**config.mk**
```make
export PLATFORM = sky130hd
export DESIGN_NAME = smdfm_ram
export DESIGN_NICKNAME = d
export VERILOG_FILES = /design/src/smdfm_ram.sv
export SDC_FILE = /design/constraint.sdc
export NUM_CORES = 1
export LEC_CHECK = 0
export BUFFER_PORTS_ARGS = -buffer_cell sky130_fd_sc_hd__buf_2
export CAP_MARGIN = 20
export CORE_UTILIZATION = 63
export CTS_BUF_LIST = sky130_fd_sc_hd__clkbuf_8
export DETAILED_ROUTE_END_ITERATION = 8
export PLACE_DENSITY_LB_ADDON = 0.25
export SLEW_MARGIN = 10
export SYNTH_ARGS = -nofsm -noshare
export SYNTH_HDL_FRONTEND = slang
export SYNTH_SLANG_ARGS = --single-unit
```
**constraint.sdc**
```tcl
create_clock -name clk -period 2.7 [get_ports clk]
set_input_delay 0.675 -clock clk [delete_from_list [all_inputs] [get_ports clk]]
set_output_delay 0.675 -clock clk [all_outputs]
set_load 0.02 [all_outputs]
```
**src/smdfm_ram.sv**
```systemverilog
// ----------------------------------------------------------------------------
// smdfm_ram
// generic single write port ram with registered read
// ----------------------------------------------------------------------------
`default_nettype none

module smdfm_ram #(
	parameter int unsigned WIDTH = 8,
	parameter int unsigned DEPTH = 16
) (
	input  logic                     clk,
	input  logic                     we,
	input  logic [$clog2(DEPTH)-1:0] waddr,
	input  logic [WIDTH-1:0]         wdata,
	input  logic [$clog2(DEPTH)-1:0] raddr,
	output logic [WIDTH-1:0]         rdata
);

	logic [WIDTH-1:0] mem [DEPTH];

	always_ff @(posedge clk) begin
		if (we) begin
			mem[waddr] <= wdata;
		end
		rdata <= mem[raddr];
	end

endmodule

`default_nettype wire

```
# ---- After elaboration in Yosys (flattened, before gate mapping)
# Memory sizes are Yosys's and may differ from the RTL's. A register that Yosys moved wholly into a read port is not among the register bits.
# Cells that the tools add are included.
dict set report word_totals {
  output_inout_bits 8
  memories 1
  input_bits 18
  elab_cells 3
  ramBits 128
  register_bits 0
}
dict set report op_classes {
  n_mux 2
}
# memory depth width rd rd_ports_with_merged_regs wr line
set mem_list {}
lappend mem_list {mem 16 8 1 1 1 19} ;# logic [WIDTH-1:0] mem [DEPTH];
# operator count
set ops {}
lappend ops {{1-bit two-way mux} 2}

# ---- Logic depth before layout (Yosys ltp)
dict set report logic_depth {
  depth_word 2
  depth_mapped 5
  mapped_depth_nobuf 3
}

# ---- Worst setup path after synthesis
# Ideal clock, no wire load.
dict set report synth_timing {
  kind {input port to flip-flop}
  from {input waddr[2]}
  to {memory mem[0][0], enable pin}
  setup_ps 383
  required_ps 2317
  path_stages 2
  path_buffers 0
  setup_slack_ps 532
  t_arrival_ps 1785
  path_cell_list {or3b_2 > nor3_1}
}
# element line
set synth_lines {}
lappend synth_lines {{start: declaration} 13} ;# input logic [$clog2(DEPTH)-1:0] waddr,
lappend synth_lines {{end: declaration} 19}
# No word-level cell before the write port.

==> reports/metrics.yaml <==
pre_cts_ws_ps: 591
first_pass_iters: 5
grt_pass1_vias: 2535
netlist_area_sq_mm: 0.00515
report.final.slew_viol_count: 0
met3_usage_pct: 7.14
vdd_drop_max_uv: 432
fin_nets: 300
grt_setup_unrepaired: "false"
ios: 26
synthesis.nets: 247
critical_path.max_fanout: 11
synth-seq-area-share_pct: 77.8
dp_cells: 365
port_buffers: 25
max_slew_margin_pct: 50.0
hold_class: "in2reg"
synth-warning-count: 0
place.gp.congestion: 0.714
cts_tree: "built"
hold_viol: 0
die_w_um: 92.4
grt_max_degree: 22
p_sw_uw: 918
end_kind: "register"
die_y_um: 92.4
avgViaCountPerCell: 6.11
wl_per_cell_um: 22.8
top_usage_layer: "met2"
outcome: "finished, final reports clean"
fin_cells: 397
cts_htree_levels: 4
comb_power_share_pct: 5.5
clkTransAtPathRegs_ps: 80
fin_util_pct: 75.4
cts-resized-gates: 0
r2r_slack_ps: 1290
antenna_found_initial: 0
skew_ps: 10.3
ys_seq_elements: 136
insertion_delay_ps: 440
worstMarginPinSlew_ps: 749
use_met2_pct: 39.4
place_hpwl_um: 5820
drt_iter0_markers: 265
synth_cells: 229
cts_setup_buffers: 0
use_met1_pct: 32.3
drc: 0
clock-sinks: 136
grt_pass1_wl_um: 14100
worst_ep_required_time_ps: 3010
timing.final.ws_setup_ps: 1060
timing.max_cap.violations: 0
drive_gt1_share_pct: 31.5
start_util_pct: 65.9
antenna_cells: 0
wl_um: 9070
via_count: 2427
internal_power_uw: 3280
p_per_area_mw_per_mm2: 713
fin_crit_ps: 1640
path_class: "in2reg"
dieArea_sq_mm: 0.00854
arrival_ps: 1960
yosysUniqueCellTypes: 19
power.share.clock_pct: 38.0
hold_buffers: 0
areaGrowthSynthToFinish_pct: 14.3
clock_path_buffers: 2
setup_violations: 0
grt-ovfl-total: 0
drtAntennaViolNets: 0
core-area_sq_mm: 0.00781
fin_crit_sh_pct: 60.9
p_leak_uw: 0.00200
cts-root-buf: "clkbuf_8"
timing.fmax_mhz: 608
num_rows: 32
finalPower_uw: 4190
tns_ps: 0
synth_area_per_cell_sq_um: 22.5
grt_usage_pct: 24.5
start_kind: "input pin"
cts_buffers: 17
sw_frac_of_total_pct: 21.9
seqPwrFrac_pct: 56.5
==> routing by layer <==
metal  vias up  part of all wire, %
met5         -                    0
met4         0                  1.4
li1       1077                    -
met1      1231                   40
met2       105                   52
met3        14                  7.3
==> synthesized netlist by cell type (all sizes together) <==
library cell | n | share of area (%)
a22oi | 16 | 2.3
nor3 | 4 | 0.39
nor2b | 1 | 0.12
and2 | 1 | 0.12
nand3 | 1 | 0.097
nand3b | 2 | 0.29
buf | 7 | 1.1
nand2b | 2 | 0.24
nor2 | 13 | 0.95
edfxtp | 128 | 75
mux4 | 32 | 15
dfxtp | 8 | 3.1
clkdlybuf4s25 | 3 | 0.58
and2b | 1 | 0.15
nand2 | 9 | 0.66
or3b | 1 | 0.17
==> final cells by class <==
type | count | area (sq um)
clock buffers | 17 | 234
fillers | 431 | 1920
multi-input cells | 83 | 1060
flip-flops and latches | 136 | 4000
clock inverters | 15 | 156
repair buffers | 44 | 305
well taps | 102 | 128
==> power by group through the flow <==
stage	clock network, uW	registers [uW]	logic [uW]
floorplan	0	2430	120
global placement	0	2410	229
detailed placement	0	2420	234
CTS	1620	2370	235
global route	1690	2370	250
finish	1590	2370	232
==> critical path, cell delays in order <==
cell and delay, ps:
buf_2 140, buf_12 160, mux4_1 570, a22oi_1 280
nand2_1 130
==> through the flow <==
| stage | area (sq um) | hold slack (ps) |
|---|---|---|
| after CTS | 5880 | 600 |
| final | 5880 | 622 |
| after global routing | 5880 | 607 |
| after detailed placement | 5490 | 678 |
| after global placement | 5490 | 658 |
| after floorplan | 5150 | 629 |
==> sequential cells by signal, summed over array words and instances, names as in the netlist <==
register / count
mem: 128
rdata: 8
==> worst paths after layout <==
path	start	end	cells after the start
worst min register to register	mem[4][2]	rdata[2]	3
worst max register to register	mem[1][5]	rdata[5]	3
worst min-delay path	wdata[5]	mem[7][5]	1
worst max-delay path	raddr[0]	rdata[5]	5
==> placed cells by master (no fill, tap or decap), drive strengths merged <==
cell	synthesis	layout
a22oi	16	16
and2	1	1
and2b	1	1
buf	7	44
bufinv	0	2
clkbuf	0	17
clkinv	0	6
clkinvlp	0	3
dfxtp	8	8
edfxtp	128	128
inv	0	4
mux4	32	32
nand2	9	9
nand2b	2	2
nand3	1	1
nand3b	2	2
nor2	13	13
nor2b	1	1
nor3	4	4
or3b	1	1
==> cell families after synthesis <==
| kind of cell | after synthesis | share of synthesized area (%) |
|---|---|---|
| AOI/OAI and AO/OA | 16 | 2.33 |
| muxes | 32 | 15.0 |
| DFF | 136 | 77.8 |
| and+or+nand+nor | 35 | 3.18 |
| buffers and inverters | 10 | 1.68 |
No activity file was read; power rests on OpenSTA's default activity.
