--- src/smdfm_pkg.sv ---
// ----------------------------------------------------------------------------
// smdfm_pkg
// shared widths, register indexes, channel modes and divider handshake types
// ----------------------------------------------------------------------------
`default_nettype none

package smdfm_pkg;

	// field widths
	localparam int unsigned SMP_W      = 16;  // input sample
	localparam int unsigned FRAC_BITS  = 8;   // output fraction bits
	localparam int unsigned Y_W        = 25;  // output sample, block mean, dc estimate
	localparam int unsigned ACC_W      = 29;  // block accumulator
	localparam int unsigned BS_W       = 12;  // block size
	localparam int unsigned MODE_W     = 2;
	localparam int unsigned CFG_IDX_W  = 2;
	localparam int unsigned CFG_DATA_W = 12;

	// divider dividend: accumulator magnitude scaled by the fraction bits
	localparam int unsigned DIV_W      = ACC_W - 1 + FRAC_BITS;

	// defaults
	localparam int unsigned DC_TAPS_DEF    = 17 * 2;
	localparam logic [BS_W-1:0] BLOCK_SIZE_RST = BS_W'(1280);

	typedef enum logic [CFG_IDX_W-1:0] {
		REG_BLOCK_SIZE    = 2'd0,
		REG_CHANNEL_MODE  = 2'd1,
		REG_FLIP_SPECTRUM = 2'd2
	} reg_idx_t;

	typedef enum logic [MODE_W-1:0] {
		MODE_MIX   = 2'd0,
		MODE_LEFT  = 2'd1,
		MODE_RIGHT = 2'd2
	} chan_mode_t;

	typedef struct packed {
		logic             start;
		logic [DIV_W-1:0] numer;
		logic [BS_W-1:0]  denom;
	} div_req_t;

	typedef struct packed {
		logic             busy;
		logic [DIV_W-1:0] quot;
	} div_rsp_t;

endpackage

`default_nettype wire

--- src/smdfm_div.sv ---
// ----------------------------------------------------------------------------
// smdfm_div
// unsigned restoring divider, one quotient bit per cycle
// ----------------------------------------------------------------------------
`default_nettype none

module smdfm_div
	import smdfm_pkg::*;
(
	input  logic     clk,
	input  logic     arst_n,
	input  div_req_t req,
	output div_rsp_t rsp
);

	localparam int unsigned STEP_W = $clog2(DIV_W + 1);

	logic              busy_q;
	logic [STEP_W-1:0] step_q;
	logic [DIV_W-1:0]  num_q;   // dividend bits out at the top, quotient bits in at the bottom
	logic [BS_W-1:0]   rem_q;
	logic [BS_W-1:0]   den_q;

	logic [BS_W:0] trial;
	logic          fits;
	logic [BS_W:0] diff;

	assign trial = {rem_q, num_q[DIV_W-1]};
	assign fits  = trial >= {1'b0, den_q};
	assign diff  = trial - {1'b0, den_q};

	always_ff @(posedge clk or negedge arst_n) begin
		if (!arst_n) begin
			busy_q <= 1'b0;
			step_q <= '0;
		end else if (req.start) begin
			busy_q <= 1'b1;
			step_q <= STEP_W'(DIV_W);
		end else if (busy_q) begin
			step_q <= step_q - STEP_W'(1);
			if (step_q == STEP_W'(1)) begin
				busy_q <= 1'b0;
			end
		end
	end

	always_ff @(posedge clk) begin
		if (req.start) begin
			num_q <= req.numer;
			rem_q <= '0;
			den_q <= req.denom;
		end else if (busy_q) begin
			rem_q <= fits ? diff[BS_W-1:0] : trial[BS_W-1:0];
			num_q <= {num_q[DIV_W-2:0], fits};
		end
	end

	// a start in flight counts as busy
	assign rsp.busy = busy_q | req.start;
	assign rsp.quot = num_q;

endmodule

`default_nettype wire

--- config.mk ---
export PLATFORM = sky130hd
export DESIGN_NAME = smdfm_div
export DESIGN_NICKNAME = d
export VERILOG_FILES = /design/src/smdfm_pkg.sv /design/src/smdfm_div.sv
export SDC_FILE = /design/constraint.sdc
export NUM_CORES = 1
export LEC_CHECK = 0
export BUFFER_PORTS_ARGS = -buffer_cell sky130_fd_sc_hd__buf_2
export CELL_PAD_IN_SITES_DETAIL_PLACEMENT = 2
export CELL_PAD_IN_SITES_GLOBAL_PLACEMENT = 2
export CORE_AREA = 5 5 124 126
export DETAILED_ROUTE_END_ITERATION = 10
export DIE_AREA = 0 0 129 131
export PLACE_DENSITY = 0.66
export REMOVE_ABC_BUFFERS = 1
export SETUP_SLACK_MARGIN = 0.5
export SLEW_MARGIN = 10
export SYNTH_ARGS = -nofsm -noshare
export SYNTH_HDL_FRONTEND = slang
export SYNTH_SLANG_ARGS = --single-unit
--- constraint.sdc ---
create_clock -name clk -period 5.1 [get_ports clk]
set_input_delay 0.51 -clock clk [delete_from_list [all_inputs] [get_ports clk]]
set_output_delay 0.51 -clock clk [all_outputs]
set_load 0.05 [all_outputs]
# Word-level counts from Yosys, hierarchy flattened
# Index checks and enable logic that the tools add are counted.
# totals
output_inout_bits,37
regBits,67
in_bits,51
elab_cells,19
# classes
n_lt_le_gt_ge,1
reduce_logical,1
n_mux,8
bitwise,1
addsub,2
n_eq_ne,1
# op_table
op,n
$mux W36,2
$ge A13 B12 Y1,1
$mux W12,1
$mux W6,2
$sub A12 B12 Y12,1
$eq A6 B1 Y1 const B,1
$sub A6 B1 Y6 const B,1
$mux W1,3
$reduce_bool A2 Y1,1
$or A1 B1 Y1,1

# Logic depth before layout (Yosys ltp)
# Gate-level depths: netlist (run 1).
# logic_depth
ltp_word,4
mapped_depth,9
mapped_depth_nobuf,9

# Worst setup path after synthesis (run 1)
# Ideal clock, no wire load.
# synth_path
path_kind,register to register
startpoint,register num_q[35]
endpoint,register rem_q[8]
n_path_buf,0
t_arrival_ns,2.342
period_less_slack_ns,2.430
required_ns,5.012
slack_ns,2.670
setup_time_ns,0.088
path_stages_with_launch,10
cell_sequence,edfxtp_1 inv_1 ha_1 fa_1 nand2b_1 a21oi_1 o21ai_0 a21oi_1 xnor2_1 a311oi_2
# synth_between
elab_chain_cells,2
elab_cells_between_ends,3
classes_between,1 x add/sub; 1 x order compare; 1 x mux
# synth_rtl
item,line,source
"start, declared",smdfm_div.sv:20,logic [DIV_W-1:0] num_q;
"start signal, assigned",smdfm_div.sv:49,num_q <= req.numer;
"start signal, assigned",smdfm_div.sv:54,"num_q <= {num_q[DIV_W-2:0], fits};"
$sub A12 B12 Y12 / $ge A13 B12 Y1 (equally long branches),"smdfm_div.sv:30, smdfm_div.sv:29",
$mux W12 (*),smdfm_div.sv:53,rem_q <= fits ? diff[BS_W-1:0] : trial[BS_W-1:0];
"end signal, assigned",smdfm_div.sv:53,
"end, declared",smdfm_div.sv:21,logic [BS_W-1:0] rem_q;
# Every way passes the cells marked *; elsewhere a longest branch is shown, timed or not.
# A chain may end at the register's enable or synchronous reset.

==> results of run 1 <==
-- metrics by stage --
step	hold WS (ns)	utilization (%)	std cells	power, mW	worst slack [ns]
after detailed placement	0.357	28.8	531	1.52	2.23
after global placement	0.357	28.8	531	1.50	2.35
final	0.347	30.8	548	2.10	1.95
after floorplan	0.214	-	258	1.32	2.48
after global routing	0.325	30.8	548	2.24	1.72
after CTS	0.330	30.8	548	2.15	1.87
-- power by group through the flow --
stage          sequential, mW  combinational [mW]  clock (mW)
2_1_floorplan           0.869               0.447           0
5_1_grt                 0.760               0.822       0.656
3_3_place_gp            0.755               0.745           0
6_report                0.743               0.749       0.609
4_1_cts                 0.747               0.767       0.632
3_5_place_dp            0.755               0.760           0
-- cells in the final DEF, fill, tap and decap left out, types with 7 or more instances in the layout --
master and n:
nor2_1 20, xnor2_1 8, clkbuf_16 9, dfxtp_1 12, edfxtp_1 48, a211oi_1 7, mux2_2 36, inv_1 19
dfrtp_1 7, ha_1 14, buf_2 87, nand2_1 11, o21ai_0 10
-- worst register-to-register path, delay by kind of cell, from the launching register on --
family	cells	cell delay, ns
flip-flops	1	0.87
buffers and inverters	2	0.80
AND/OR/NAND/NOR	1	0.65
-- routing by layer --
metal	global-route usage [%]	vias up	share of wire, %
li1	-	1188	-
met1	13.5	1210	44
met2	17.8	80	46
met3	5.81	9	9.1
met4	4.82	0	1.8
met5	0	-	0
-- cell families (layout without fill, tap and decap cells) --
logic type | count (synthesis) | after routing | synth area share (%)
flops | 67 | 67 | 53.6
buf+inv | 31 | 125 | 3.83
fa+ha+maj | 15 | 15 | 5.63
xor+xnor | 13 | 13 | 3.29
compound gates | 45 | 45 | 11.4
mux | 41 | 41 | 13.1
simple gates | 58 | 58 | 9.10
-- sequential cells by signal, summed over array words and instances (netlist names) --
signal	cells
step_q	6
den_q	12
num_q	36
rem_q	12
busy_q	1
-- timing repair --
item | CTS | global route
hold buffers | 1 | 0
hold endpoints to repair | 7 | 0
endpoints found under the setup margin | 0 | 0
-- final timing paths --
check	cells after the start	slack (ns)	start	endpoint
min reg2reg	2	0.52	rem_q[6]	rem_q[6]
max reg2reg	3	2.45	busy_q	num_q[0]
max in group asynchronous	2	4.40	arst_n	step_q[5]
max	3	1.95	busy_q	rsp[36]
min	1	0.35	req[4]	den_q[4]
min in group asynchronous	2	0.54	arst_n	step_q[1]
-- layout make-up --
class	instances	area [um2]
Clock buffer	12	236
Clock inverter	4	45.0
Fill cell	1557	9830
Inverter	19	71.3
Multi-Input combinational cell	172	1480
Sequential cell	67	1860
Tap cell	184	230
Timing Repair Buffer	90	460
==> results.md, run 1 <==
* Status: finished clean
* Sum Neg Setup Slack at 0 ns
* Layout cells sized above 1 at 42.0%
* Clk pwr share at just under 30%
* Routed len/inst at 16.4 um
* NetSw at 0.753 mW
* Most common library cells after synthesis: edfxtp_1, mux2_2, nor2_1
* Pwr dens at 480 nW/um2
* Cell chain of the critical path: inv_1 > nand2_1 > buf_2
* First-pass GRT wire length at 14800 um
* Seq cells post-synth at 67
* Worst EP required at ~4.6 ns
* Critical path arrival at 2.64 ns
* Fin nets at between 400 and 500
* Max_slew headroom at 45.4%
* Seq pwr share at 35.4%
* Design area at 4380 um2
* Post-route DRC at 0
* Cell Int Power at 1.35 mW
* GRT Overall Usage at 11.5%
* Synth cell types at 51
* WS Path Type: reg -> out
* Mean Syn Cell Area at 12.8 um2
* Vias at 2487
* Dpl cell area at 4080 um2
* Largest net degree at the start of global routing at 61
* Area added between synthesis and finish at 26.3%
* Post-Synthesis Cells at 270
* Final period util at 61.7%
* Ranking of synthesized cells by area: edfxtp_1, mux2_2, dfxtp_1, dfrtp_1, ha_1
* Worst stage delay on the critical path at 0.87 ns
* Antenna Cells at 0
* Routed wire length at approximately 9000 um
* Worst skew pair latency at 0.34 ns
* Comb pwr share at 35.7%
* Post-synth EDFFs at 48
* Vias/cell at 4.54
* Drt initial violations at 72
* Clock root buffer: clkbuf_16
* Final Hold Fails at 0
* Worst-path clk slew at 0.05 ns
* Row count at 44
* # resized after CTS at 0
* Die extent in x at around 130 um
* Postcts setup bufs at 0
* Critical Path Start Type: flop
* Fmax at 0.318 GHz
* TritonCTS clock tree: yes
* Antenna Nets Post-Route at 0
* Worst path slowest cell: dfrtp_1
* Count leader, synth: edfxtp_1
* Post-DP HPWL at approximately 6500 um
* YS warnings at 0
* Crit-path max FO at 25
* PortBufs at 87
* Register area share after synthesis at between 50% and 60%
* Initial Util at 24.4%
* FFs w/ async S/R, synth at 10.4%
* Peak supply drop at between 0.00015 and 0.0002 V
* I/O pin cnt at 88
* H-tree Lvls at 3
* Min-delay worst type: in -> reg
* Shortest period the worst path allows at 3.15 ns
* Core box area at about 14000 um2
* CTS Buf Count at 9
* Worst path top cell family by delay: flip-flops
* CTS Sinks at 67
* RSZ-0062 raised after global routing: no
* Clock skew at 0.00519 ns
* Worst-Margin Slew at 0.819 ns
* P_leak at between 1.5 and 2 nW
* Yosys top cell area share at 41.6%
* Post-Synthesis Cell Area at 3460 um2
* DR pass1 iterations at 6
* Total grt overflow at 0
* Synth Flop Type: edfxtp_1
* Final Wtd Congestion at 0.757
* Final setup violation count at 0
* Vias in the first global route at 2893
* Die area at roughly 17000 um2
* Critical path capture point type: primary output
* MaxCap Viol Count at 0
* Initial antenna violation count at 0
* Longest Clk Path Bufs at 2
* Switching share of power at 35.8%
* Yosys top cell by area: edfxtp_1
* Die Height at around 130 um
* WP buf/inv at 2
* Slew Limit Fails at 0
Power figures use the tool's default switching activity.
==> inputs of run 2 (changes only) <==
Settings changed: ABC_AREA set to 1, CORE_AREA 5 5 124 126 to 5 5 126 128, DIE_AREA 0 0 129 131 to 0 0 131 133, PLACE_DENSITY 0.66 to 0.75.
Clock period 5.1 ns to 2.6 ns, I/O delays scaled along.
==> results.md, run 2 <==
* Worst-Margin Slew at 0.594 ns (-0.225 ns)
* Critical path capture point type: flop
* Worst stage delay on the critical path at 0.36 ns (-0.51 ns)
* Initial antenna violation count at 1 (+1)
* Seq cells post-synth at 67 (unchanged)
* Vias/cell at 4.51 (-0.71%)
* YS warnings at 0 (unchanged)
* CTS Sinks at 67 (unchanged)
* FFs w/ async S/R, synth at 10.4% (unchanged)
* MaxCap Viol Count at 0 (unchanged)
* Peak supply drop at 0.000275 V (+60%)
* Max_slew headroom at 60.4% (+15 points)
* Mean Syn Cell Area at 8.19 um2 (-36%)
* Register bank with the most flops: num_q
* Slew Limit Fails at 0 (unchanged)
* Final Wtd Congestion at 0.764 (+0.85%)
* I/O pin cnt at 88 (unchanged)
* Final non-filler cell total at 723 (+32%)
* Ranking of synthesized cells by area: edfxtp_1, nand2_1, dfxtp_1, inv_1, dfrtp_1
* Post-DP HPWL at 8670 um (+33%)
* Pwr dens at 986 nW/um2 (+110%)
* H-tree Lvls at 3 (unchanged)
* Synth Flop Type: edfxtp_1
* Yosys top cell area share at 40.1% (-1.5 points)
* Initial Util at 24.4% (-0.033 points)
* First-pass GRT wire length at 19000 um (+28%)
* Shortest period the worst path allows at roughly 1.9 ns
* PortBufs at 87 (unchanged)
* WS Path Type: reg -> reg
* Final Hold Fails at 0 (unchanged)
* Sum Neg Setup Slack at 0 ns (unchanged)
* RSZ-0062 raised after global routing: no
* Critical Path Start Type: flop
* CTS Buf Count at 9 (unchanged)
* Routed wire length at 11500 um (+28%)
* Drt initial violations at 100 (+39%)
* Worst-path clk slew at 0.06 ns (about the same)
* Area added between synthesis and finish at 29.5%
* Vias at 3258 (+31%)
* Synth cell types at 32 (-37%)
* Most used cell, CP: nand2_1
* Routed len/inst at 15.9 um (-2.6%)
* Worst path top cell family by delay: simple AND/OR/NAND/NOR gates
* DR pass1 iterations at 4 (-2)
* DP Cell Count at 705 (+33%)
* Max FFs per register at 36 (unchanged)
* Layout cells sized above 1 at 23.2% (-19 points)
* Largest net degree at the start of global routing at 54 (-11%)
* Status: finished clean
* Count leader, synth: nand2_1
* Post-Synthesis Cells at 439 (+63%)
* Yosys top cell by area: edfxtp_1
* Commonest non-fill, non-tap cells in the layout: nand2_1, buf_2, inv_1, edfxtp_1, nand3_1
* Longest Clk Path Bufs at 2 (unchanged)
* Final period util at roughly 74%
* Clock skew at 0.00724 ns (+0.00205 ns)
* Die area at 17400 um2 (+3.1%)
* Crit-path max FO at 13 (-48%)
* Cell chain of the critical path: inv_1 > ha_1 > nand2_1 > nand2_1 > nand2_1 > nand3_2 > nand2_4 > nand3_4 > nand2_1 > nand2_1
* Largest registers: num_q: 36 flops, den_q: 12 flops, rem_q: 12 flops
* WP buf/inv at 1 (-1)
* Worst EP required at 2.69 ns (-1.90 ns)
* TritonCTS clock tree: yes
* Commonest non-fill, non-tap cell in the layout: nand2_1
* GRT Overall Usage at 14.0% (+2.5 points)
* Fin nets at 596 (+40%)
* P_leak at 2.37 nW (+29%)
* Core box area at 14800 um2 (+3.9%)
* Min-delay worst type: in -> reg
* Die extent in x at 131 um (+1.6%)
* Final setup violation count at 0 (unchanged)
* Vias in the first global route at 3851 (+33%)
* Post-route DRC at 0 (unchanged)
* Clock root buffer: clkbuf_16
* Antenna Nets Post-Route at 0 (unchanged)
* Register area share after synthesis at 51.7% (-1.9 points)
* Critical path arrival at 2.02 ns (-0.62 ns)
* Post-Synthesis Cell Area at 3590 um2 (+3.7%)
* Die Height at 133 um (+1.5%)
* Worst skew pair latency at 0.34 ns (about the same)
* Most common library cells after synthesis: nand2_1, inv_1, edfxtp_1
* Post-synth EDFFs at 48 (unchanged)
* Worst path slowest cell: ha_1
* Total grt overflow at 0 (unchanged)
* Row count at 45 (+2.3%)
* Antenna Cells at 0 (unchanged)
* Fmax at 0.517 GHz
[run 2: cell types whose count changed after synthesis, sizes merged, moves of 5 or more]
cell / previous run / this run
mux2: 36 / 0
nand2: 11 / 195
nand3: 3 / 28
inv: 19 / 58
nand4: 1 / 14
mux2i: 5 / 0
a211oi: 9 / 0
[run 2: path summary, 6_finish.rpt]
kind | startpoint | endpoint | slack, ns | cells after the start
hold / removal | req[6] | den_q[6] | 0.1 | 1
setup / recovery | den_q[2] | num_q[0] | 0.67 | 10
setup reg to reg | den_q[2] | num_q[0] | 0.67 | 10
max in group asynchronous | arst_n | step_q[5] | 2.10 | 2
hold reg to reg | rem_q[6] | rem_q[6] | 0.48 | 2
min in group asynchronous | arst_n | busy_q | 0.32 | 2
[run 2: cells by family after synthesis]
| kind of cell | Yosys count | share of synthesized area [%] |
|---|---|---|
| XOR/XNOR | 5 | 1.22 |
| AO/OA/AOI/OAI | 16 | 2.58 |
| buffers and inverters | 73 | 8.04 |
| flip-flops | 67 | 51.7 |
| AND/OR/NAND/NOR | 263 | 31.1 |
| adder cells (fa/ha/maj) | 15 | 5.43 |
[run 2: power breakdown]
part	leakage, nW	total, mW	switching [mW]	internal, mW
sequential	0.693	1.46	0.129	1.33
clock	0.157	1.39	0.452	0.934
combinational	1.52	1.74	1.17	0.568
total	2.37	4.59	1.75	2.83
[run 2: final cells by class]
type,count,area [um2]
Clock buffer,11,233
Clock inverter,5,101
Fill cell,1699,10100
Inverter,58,218
Multi-Input combinational cell,300,1500
Sequential cell,67,1860
Tap cell,188,235
Timing Repair Buffer,94,507
[run 2: what timing repair did]
action | in CTS | in global routing
hold buffers | 1 | 0
pin swaps | 0 | 1
gates cloned | 0 | 1
buffers inserted | 0 | 0
gates resized for setup | 3 | 7
hold endpoints to repair | 7 | 0
endpoints found under the setup margin | 47 | 14
[run 2: metrics by stage]
| stage | hold slack, ns | utilization (%) | setup WS (ns) | instance area [um2] | total power [mW] |
|---|---|---|---|---|---|
| after floorplan | -0.0356 | - | 0.484 | 3520 | 2.65 |
| after global placement | 0.117 | 28.8 | 0.322 | 4250 | 3.09 |
| after detailed placement | 0.122 | 28.8 | 0.235 | 4250 | 3.16 |
| after CTS | 0.0843 | 31.2 | 0.444 | 4610 | 4.60 |
| after global routing | 0.0890 | 31.5 | 0.518 | 4650 | 4.90 |
| final | 0.0992 | 31.5 | 0.667 | 4650 | 4.59 |
[run 2: layer usage]
| metal | vias to the layer above | routed length (um) | track usage (%) |
|---|---|---|---|
| met5 | - | 13 | 0 |
| met4 | 2 | 153 | 4.46 |
| met3 | 11 | 942 | 6.30 |
| met2 | 75 | 5700 | 23.4 |
| met1 | 1585 | 4700 | 15.8 |
| li1 | 1585 | - | - |
==> inputs of run 3 (changes only) <==
Clock period 2.6 ns to 1.7 ns, I/O delays scaled along.
==> results.md, run 3 (same netlist as run 2, synthesis figures left out) <==
* TritonCTS clock tree: yes
* Largest net degree at the start of global routing at 39 (-28%)
* Worst skew pair latency at 0.34 ns (about the same)
* Clock root buffer: clkbuf_16
* Routed len/inst at 17.3 um (+8.8%)
* Antenna Nets Post-Route at 0 (unchanged)
* Fmax at 0.550 GHz (+6.4%)
* WP buf/inv at 3 (+2)
* Largest registers: num_q: 36 flops, den_q: 12 flops, rem_q: 12 flops
* Final period util at 107% (+33 points)
* Pre-CTS WS at -0.268 ns (-0.503 ns)
* Initial Util at 24.4% (unchanged)
* DP Cell Count at 752 (+6.7%)
* Worst path slowest cell: fa_2
* FF-to-FF Start: num_q[35]
* H-tree Lvls at 3 (unchanged)
* Register bank with the most flops: num_q
* Routed wire length at 13700 um (+19%)
* RSZ-0062 raised after global routing: yes
* Shortest period the worst path allows at 1.82 ns (-0.116 ns)
* Critical path arrival at 2.05 ns (+0.03 ns)
* Max_slew headroom at 72.5% (+12 points)
* WS Path Type: reg -> reg
* Worst-path clk slew at 0.06 ns (about the same)
* Commonest non-fill, non-tap cells in the layout: nand2_1, buf_2, buf_4, edfxtp_1, inv_1
* Status: finished, violations left
* Clock skew at 0.00444 ns (-0.00280 ns)
* Pwr dens at 1530 nW/um2 (+55%)
* Hold Crit Start: req[4]
* PortBufs at 87 (unchanged)
* R2R Path End: rem_q[4]
* Worst reg2reg path depth at 11 (+1)
* Post-route DRC at 0 (unchanged)
* # fillers at 1694 (-0.29%)
* Hold endpoint: den_q[4]
* PnR worst setup slack at -0.118 ns (-0.784 ns)
* Final Hold Fails at 0 (unchanged)
* Final setup violation count at 12 (+12)
* Core box area at 14800 um2 (unchanged)
* Area added between synthesis and finish at 54.6%
* First-pass GRT wire length at 21700 um (+14%)
* Commonest non-fill, non-tap cell in the layout: nand2_1
* CTS Sinks at 67 (unchanged)
* Vias in the first global route at 4158 (+8.0%)
* Die Height at 133 um (unchanged)
* Vias at 3586 (+10%)
* Hold Path Depth at 1 (unchanged)
* Worst stage delay on the critical path at 0.37 ns (about the same)
* Max FFs per register at 36 (unchanged)
* Worst path top cell family by delay: adder cells
* Row count at 45 (unchanged)
* DR pass1 iterations at 4 (unchanged)
* Slew Limit Fails at 0 (unchanged)
* Antenna Cells at 0 (unchanged)
* Die area at 17400 um2 (unchanged)
* Critical path capture point type: flop
* Drt initial violations at 100 (unchanged)
* MaxCap Viol Count at 0 (unchanged)
* Worst EP required at 1.93 ns (-0.76 ns)
* Crit-path max FO at 3 (-10)
* Die extent in x at 131 um (unchanged)
* Post-DP HPWL at 9440 um (+8.8%)
* Final non-filler cell total at 789 (+9.1%)
* R2r setup slk at -0.12 ns (-0.78 ns)
* Fin nets at 662 (+11%)
* Critical Path Start Type: flop
* I/O pin cnt at 88 (unchanged)
* Total grt overflow at 0 (unchanged)
* Cell chain of the critical path: inv_1 > ha_4 > fa_2 > inv_2 > nand3_4 > nand3_4 > buf_4 > xnor2_1 > nand2_2 > nand3_1 > nand2_1
* Vias/cell at 4.54 (+0.86%)
* Most used cell, CP: nand3_4
* Layout cells sized above 1 at 40.8% (+18 points)
* GRT Overall Usage at 15.9% (+1.9 points)
* P_leak at 2.74 nW (+15%)
* Final Wtd Congestion at 0.789 (+3.3%)
* Peak supply drop at 0.000727 V (+160%)
* Initial antenna violation count at 2 (+1)
* Longest Clk Path Bufs at 2 (unchanged)
* Failing checks: setup timing
* Worst-Margin Slew at 0.412 ns (-0.182 ns)
* CTS Buf Count at 9 (unchanged)
* Min-delay worst type: in -> reg
## run 3: changes by cell type in the layout (fill, tap and decap cells not counted), moves of 12 or more
cell     delta
ha_1       -12
nand2_1    -24
inv_2      +12
nand2_2    +19
buf_4      +54
ha_4       +13
inv_1      -14
## run 3: area by class of cell
| type | count | area (um2) | share of cell area, % |
|---|---|---|---|
| repair buffers | 161 | 1100 | 19.8 |
| well taps | 188 | 235 | 4.23 |
| clock inverters | 3 | 63.8 | 1.15 |
| flip-flops and latches | 67 | 1860 | 33.4 |
| clock buffers | 13 | 240 | 4.32 |
| multi-input cells | 299 | 1840 | 33.0 |
| inverters | 58 | 225 | 4.05 |
## run 3: how the worst max path moves through the flow
stage	start	to	slack (ns)	depth (start not counted)
global placement	den_q[8]	rem_q[2]	-0.21	11
floorplan	busy_q	num_q[0]	-0.42	2
CTS	den_q[6]	rem_q[2]	-0.1	12
detailed placement	den_q[8]	rem_q[2]	-0.27	11
finish	num_q[35]	rem_q[4]	-0.12	11
global route	den_q[10]	rem_q[2]	-0.22	12
## run 3: timing repair
item	CTS	global route
cloned	0	0
pin swaps	18	18
hold buffers	6	1
buffers inserted	9	5
resized for setup	68	43
hold endpoints to repair	12	1
endpoints found under the setup margin	53	22
## run 3: where the power goes
part	switching [mW]	internal, mW	leakage (nW)
combinational	2.34	1.89	1.90
sequential	0.255	2.04	0.693
clock	0.700	1.28	0.145
## run 3: through the flow
step	hold slack [ns]	util (%)	total power, mW	setup TNS (ns)	cell area, um2
floorplan	-0.126	-	4.05	-19.98	3520
global placement	0.00990	31.3	5.36	-1.92	4620
detailed placement	0.0160	31.3	5.52	-2.75	4620
CTS	0.000123	36.2	8.16	-0.836	5350
global route	0.00538	37.7	9.06	-2.35	5560
finish	0.0127	37.7	8.51	-0.982	5560
## run 3: layer usage
layer | global-route usage [%] | routed length [um]
met5 | 0 | 25
met4 | 4.80 | 293
met3 | 4.93 | 817
met2 | 28.4 | 7170
met1 | 17.8 | 5370
## run 3: worst reg2reg max path, delay by kind of cell, from the launching register on
kind / cells / cell delay [ns]
flops: 1 / 0.35
fa+ha+maj: 2 / 0.55
buf+inv: 3 / 0.32
xor+xnor: 1 / 0.12
simple gates: 5 / 0.38
